--- config.mk ---
export PLATFORM = sky130hd
export DESIGN_NAME = qau_out
export DESIGN_NICKNAME = d
export VERILOG_FILES = /design/src/design/qau_pkg.sv /design/src/design/qau_out.sv
export SDC_FILE = /design/constraint.sdc
export NUM_CORES = 1
export LEC_CHECK = 0
export BUFFER_PORTS_ARGS = -buffer_cell sky130_fd_sc_hd__buf_2
export CAP_MARGIN = 20
export CORE_AREA = 2 2 126 128
export DETAILED_ROUTE_END_ITERATION = 8
export DIE_AREA = 0 0 128 130
export PLACE_DENSITY_LB_ADDON = 0.05
export SLEW_MARGIN = 20
export SYNTH_ARGS = -nofsm -noshare
export SYNTH_HDL_FRONTEND = slang
export SYNTH_SLANG_ARGS = --single-unit
--- constraint.sdc ---
create_clock -name clk -period 2.05 [get_ports clk]
set_clock_uncertainty 0.05 [all_clocks]
set_input_delay 0.615 -clock clk [delete_from_list [all_inputs] [get_ports clk]]
set_output_delay 0.615 -clock clk [all_outputs]
set_load 0.005 [all_outputs]
--- src/design/qau_pkg.sv ---
`timescale 1ns / 1ps
// ----------------------------------------------------------------------------
// qau_pkg
// Shared types and constants of the quaternion arithmetic unit.
// ----------------------------------------------------------------------------
package qau_pkg;

	localparam int DEF_WORD_BITS = 24;
	localparam int DEF_FRAC_BITS = 20;
	localparam int ROW_BITS      = 2;
	localparam int NUM_SLOTS     = 9;

	// Request codes
	typedef enum logic [2:0] {
		OP_MUL   = 3'd0,
		OP_ROT   = 3'd1,
		OP_MAT   = 3'd2,
		OP_DOT   = 3'd3,
		OP_SCALE = 3'd4,
		OP_ADD   = 3'd5,
		OP_CONJ  = 3'd6
	} qau_op_t;

	// Code with no operation behind it: the request is dropped
	localparam logic [2:0] REQ_UNKNOWN = 3'd7;

	// Stage control travelling with the data
	typedef struct packed {
		logic    valid;
		qau_op_t op;
	} qau_ctrl_t;

endpackage

--- src/design/qau_out.sv ---
`timescale 1ns / 1ps
// ----------------------------------------------------------------------------
// qau_out
// Result sequencer: one beat per request, three row beats for a matrix.
// ----------------------------------------------------------------------------
module qau_out import qau_pkg::*; #(
	parameter int WORD_BITS = DEF_WORD_BITS
) (
	input  logic                        clk,
	input  logic                        arst_n,
	input  qau_ctrl_t                   in_ctrl,
	output logic                        in_ready,
	input  logic signed [WORD_BITS-1:0] words [NUM_SLOTS],
	input  logic [2:0]                  row_ovf,
	output logic                        res_valid,
	input  logic                        res_ready,
	output logic signed [WORD_BITS-1:0] r_a,
	output logic signed [WORD_BITS-1:0] r_x,
	output logic signed [WORD_BITS-1:0] r_y,
	output logic signed [WORD_BITS-1:0] r_z,
	output logic [ROW_BITS-1:0]         row_index,
	output logic                        overflow,
	output logic                        last
);
	localparam logic [ROW_BITS-1:0] ROW_LAST = ROW_BITS'(2);

	logic [ROW_BITS-1:0] row_q;
	logic                is_mat;

	assign is_mat    = (in_ctrl.op == OP_MAT);
	assign res_valid = in_ctrl.valid;
	assign in_ready  = res_ready && last;

	// Field selection for the current beat
	always_comb begin
		r_a       = words[0];
		r_x       = words[1];
		r_y       = words[2];
		r_z       = words[3];
		row_index = '0;
		overflow  = row_ovf[0];
		last      = 1'b1;
		if (is_mat) begin
			r_a       = '0;
			row_index = row_q;
			last      = (row_q == ROW_LAST);
			case (row_q)
				2'd0: begin
					r_x      = words[0];
					r_y      = words[1];
					r_z      = words[2];
					overflow = row_ovf[0];
				end
				2'd1: begin
					r_x      = words[3];
					r_y      = words[4];
					r_z      = words[5];
					overflow = row_ovf[1];
				end
				default: begin
					r_x      = words[6];
					r_y      = words[7];
					r_z      = words[8];
					overflow = row_ovf[2];
				end
			endcase
		end
	end

	// Row counter
	always_ff @(posedge clk or negedge arst_n) begin
		if (!arst_n) begin
			row_q <= '0;
		end else if (res_valid && res_ready) begin
			if (last) begin
				row_q <= '0;
			end else begin
				row_q <= row_q + ROW_BITS'(1);
			end
		end
	end

endmodule

# Word-level counts from Yosys, hierarchy flattened
# Cells that the tools add are included.
# op_classes
n_addsub	1
n_eq_ne	3
muxes	12
reduce_logical	3
# op_table
operator	count
$pmux 24 s2	3
$mux 24	4
$mux 2	2
$eq 3x2->1 const B	1
$add 2x1->2 const B	1
$eq 2x1->1 const B	1
$eq 2x2->1 const B	1
$logic_and 1x1->1	2
$logic_not 2->1	1
$mux 1	2
$pmux 1 s2	1
# totals
ff_bits	2
input_bits	226
output_inout_bits	102
elab_cells	20

# Depth between registers and ports, before layout
# depth
depth_word	3
ltp_mapped	6
ltp_nobuf	5

# Worst setup path before layout
# Ideal clock, no wire load.
# synth_path
path_kind	input to output
from	input port in_ctrl[0] (netlist name)
to	output port r_a[10]
arrival_ns	1.417
t_required_ns	1.385
setup_slack_ns	-0.032
cell_stages	4
n_path_buf	2
path_cell_list	or3b_1 > buf_6 > buf_6 > and2_1
# synth_via
elab_chain_len	2
# synth_rtl
element	line_no	source
start: declaration	qau_out.sv:11	input qau_ctrl_t in_ctrl,
$eq 3x2->1	qau_out.sv:30	assign is_mat = (in_ctrl.op == OP_MAT);
$mux 24	qau_out.sv:43	if (is_mat) begin
end: declaration	qau_out.sv:17	output logic signed [WORD_BITS-1:0] r_a,
# Every way passes these cells.

# Worst setup path after layout
# layout_path
from	register row_q[0]
to	output port r_z[23]
# layout_via
elab_chain_len	3
elab_cells_between_ends	4
classes_between	eq/ne: 1; mux: 2; reduce/logical: 1
# layout_rtl
element	line_no	source
start: declaration	qau_out.sv:27	logic [ROW_BITS-1:0] row_q;
start signal: assignment	qau_out.sv:78	row_q <= row_q + ROW_BITS'(1);
$eq 2x1->1 / $logic_not 2->1 (equally long branches)	qau_out.sv:47	case (row_q)
$pmux 24 s2 *	qau_out.sv:47	
$mux 24 *	qau_out.sv:43	
end: declaration	qau_out.sv:20	output logic signed [WORD_BITS-1:0] r_z,
# Mark *: on every way between the ends. The rest lies on a longest branch, timed or not.

==> flow_summary.ini <==
[global_route]
grt_overflow_total = 0
grt_pass1_vias = 3999
grt_pass1_wl_mm = 22.5
antenna_found_initial = 3
grt_use_total_pct = 17.1
grt_max_degree = 38

[die]
core_area_um2 = 15400
start_util_pct = 13.6
die_y_um = 130
row_count = 46
dieArea_um2 = 16600
io_pins = 328
fp.dieW_um = 128

[synth]
synth_seq_cells = 2
synth_top_area_cell = a22oi_1
syn_nets = 607
syn_inst = 378
synth_top_area_share_pct = 26.1
ys_seq_area_share_pct = 2.38
synth_area_um2 = 2100
ys_types = 20
synth_area_per_cell_um2 = 5.56
yosys_warnings = 0
netlist_top_cells_area = a22oi_1 26%, a31oi_1 21%, nand2_1 13%, nor2_1 13%, buf_2 8.3%

[cts]
clock-sinks = 2
numCtsBuffers = 3
ctsHtreeMaxLevel = 1
clk_latency_ns = 0.22
cts-root-buf = clkbuf_16
clock_path_buffers = 2
cts_tree = done
clk_pin_slew_ns = 0.03
ctsHoldBuffers = 0

[sta]
setup_violations = 101
tns_ns = -27.65
fmax_mhz = 417
rsz0062_at_grt = true
slew_viol_final = 0
fin_crit_sh_pct = 117
slew_headroom_pct = 81.3
tightestPinTransition_ns = 0.280
hold_viol = 0
worst_slack_ns = -0.349
fin_crit_ns = 2.40
hold_ws_ns = 0.126

[setup_path]
crit_arrival_ns = 1.73
cp.required_ns = 1.38
crit_chain = inv_2, ha_4, nor2_4, buf_12, buf_16, nand2_1, a31oi_2, buf_2
cp_slowest_cell = dfrtp_2
crit_fanout = 18
slowest_delay_ns = 0.39
cp-end-kind = output pin
timing.rr.start = row_q[0]
path_class = reg -> out
crit_path_start_kind = flop
crit_path_start = row_q[0]

[pwr]
peakVddDrop_mv = 0.383
p_leak_nw = 2.47
pwr-share-clk_pct = 18.8
sw_frac_of_total_pct = 38.5
combPwrFrac_pct = 78.3
p_per_area_nw_per_um2 = 310
p_total_w = 0.00154
power_switching_w = 0.000595
power_frac_seq_pct = 2.9
p_int_w = 0.000948

[final_layout]
final_util_pct = 32.3
largest_register_ff_count = 2
fillers = 1745
final_cell_mix = 299 x buf_2, 72 x nor2_1, 70 x a22oi_1, 70 x a31oi_1, 64 x nand2_1
largest_register = row_q
syn_to_final_growth_pct = 137
final_common_cell = buf_2
layout.nets = 942
top_regs = row_q (2)
final_layout_size_suffix_gt1_share_pct = 60.2

[run]
maxCapViolations = 0

[status]
violations = negative setup slack
status = finished with violations

[route]
drc = 0
vias = 4298
via_per_inst = 4.74
wl_mm = 16.3
dr.pass1.iters = 6
ant_nets = 0
routedWlPerCell_um = 18.0
first_iter_violations = 192

[place]
finalWeightedCongestion = 0.904
place_hpwl_mm = 11.9
numPortBuffers = 327
dp_slack_ns = -0.404

[min_path]
hold_path.class = in -> async
area by class of cell:
| type | count | area, µm² | area share [%] |
|---|---|---|---|
| timing repair buffer | 373 | 2580 | 51.8 |
| multi-input combinational | 331 | 2010 | 40.5 |
| tap | 192 | 240 | 4.83 |
| clock buffer | 3 | 75.1 | 1.51 |
| sequential | 2 | 51.3 | 1.03 |
| antenna | 4 | 10.0 | 0.201 |
| inverter | 2 | 7.51 | 0.151 |
power groups by stage:
| stage | clock, W | sequential, W | combinational [W] |
|---|---|---|---|
| after floorplan | 0 | 0.0000437 | 0.000431 |
| after CTS | 0.000294 | 0.0000442 | 0.00114 |
| final | 0.000290 | 0.0000444 | 0.00121 |
| after detailed placement | 0 | 0.0000436 | 0.000970 |
| after global routing | 0.000302 | 0.0000448 | 0.00133 |
| after global placement | 0 | 0.0000435 | 0.000970 |
metrics by stage:
| stage | instance area (µm²) | std cells |
|---|---|---|
| 6_report | 4970 | 907 |
| 5_1_grt | 4970 | 905 |
| 4_1_cts | 4740 | 898 |
| 3_5_place_dp | 4140 | 883 |
| 3_3_place_gp | 4140 | 883 |
| 2_1_floorplan | 2110 | 378 |
critical path: cells and delay by family (launching register included):
kind / cells / cell delay, ns
AO/OA/AOI/OAI: 1 / 0.21
adder cells (fa/ha/maj): 1 / 0.18
AND/OR/NAND/NOR: 2 / 0.21
flip-flops: 1 / 0.39
buffers and inverters: 4 / 0.51
timing repair:
action                     4_1_cts  5_1_grt
buffers inserted                 8        1
gates cloned                     5        4
pin swaps                       26       21
setup endpoints to repair      101      101
resized for setup               68       32
synth_stat cells, drive strengths merged:
master and instances:
and2 25, o21ai 3, a21o 1, nand2 74, inv 2, ha 3
or3b 1, nand2b 1, nand3 1, a22oi 73, clkbuf 4, nor2 75
buf 39, a31oi 72, dfrtp 2, nor3b 1, nor4 1
path summary, 6_finish.rpt:
path / endpoint / slack [ns] / cells past startpoint
min in group clk: row_q[1] / 0.57 / 3
worst max register to register: row_q[1] / 0.74 / 6
max in group asynchronous: row_q[0] / 1.72 / 1
worst min register to register: row_q[1] / 0.57 / 3
worst max-delay path: r_z[23] / -0.35 / 8
worst min-delay path: row_q[0] / 0.13 / 1
logic make-up (layout without fill, tap and decap cells):
logic type | count (synthesis) | in the layout | share of synthesized area, %
other cells | 0 | 4 | 0
flops | 2 | 2 | 2.38
buf+inv | 45 | 378 | 11.2
fa+ha+maj | 3 | 3 | 1.79
simple gates | 179 | 179 | 36.1
compound gates | 149 | 149 | 48.6
per-layer routing:
metal / wire [µm] / track usage, % / vias up
li1: - / - / 2078
met1: 6680 / 21.2 / 2009
met2: 8430 / 32.1 / 201
met3: 1100 / 2.87 / 10
met4: 86 / 1.94 / 0
met5: 0 / 0 / -
Note: power is estimated with default switching activity, not from simulation.
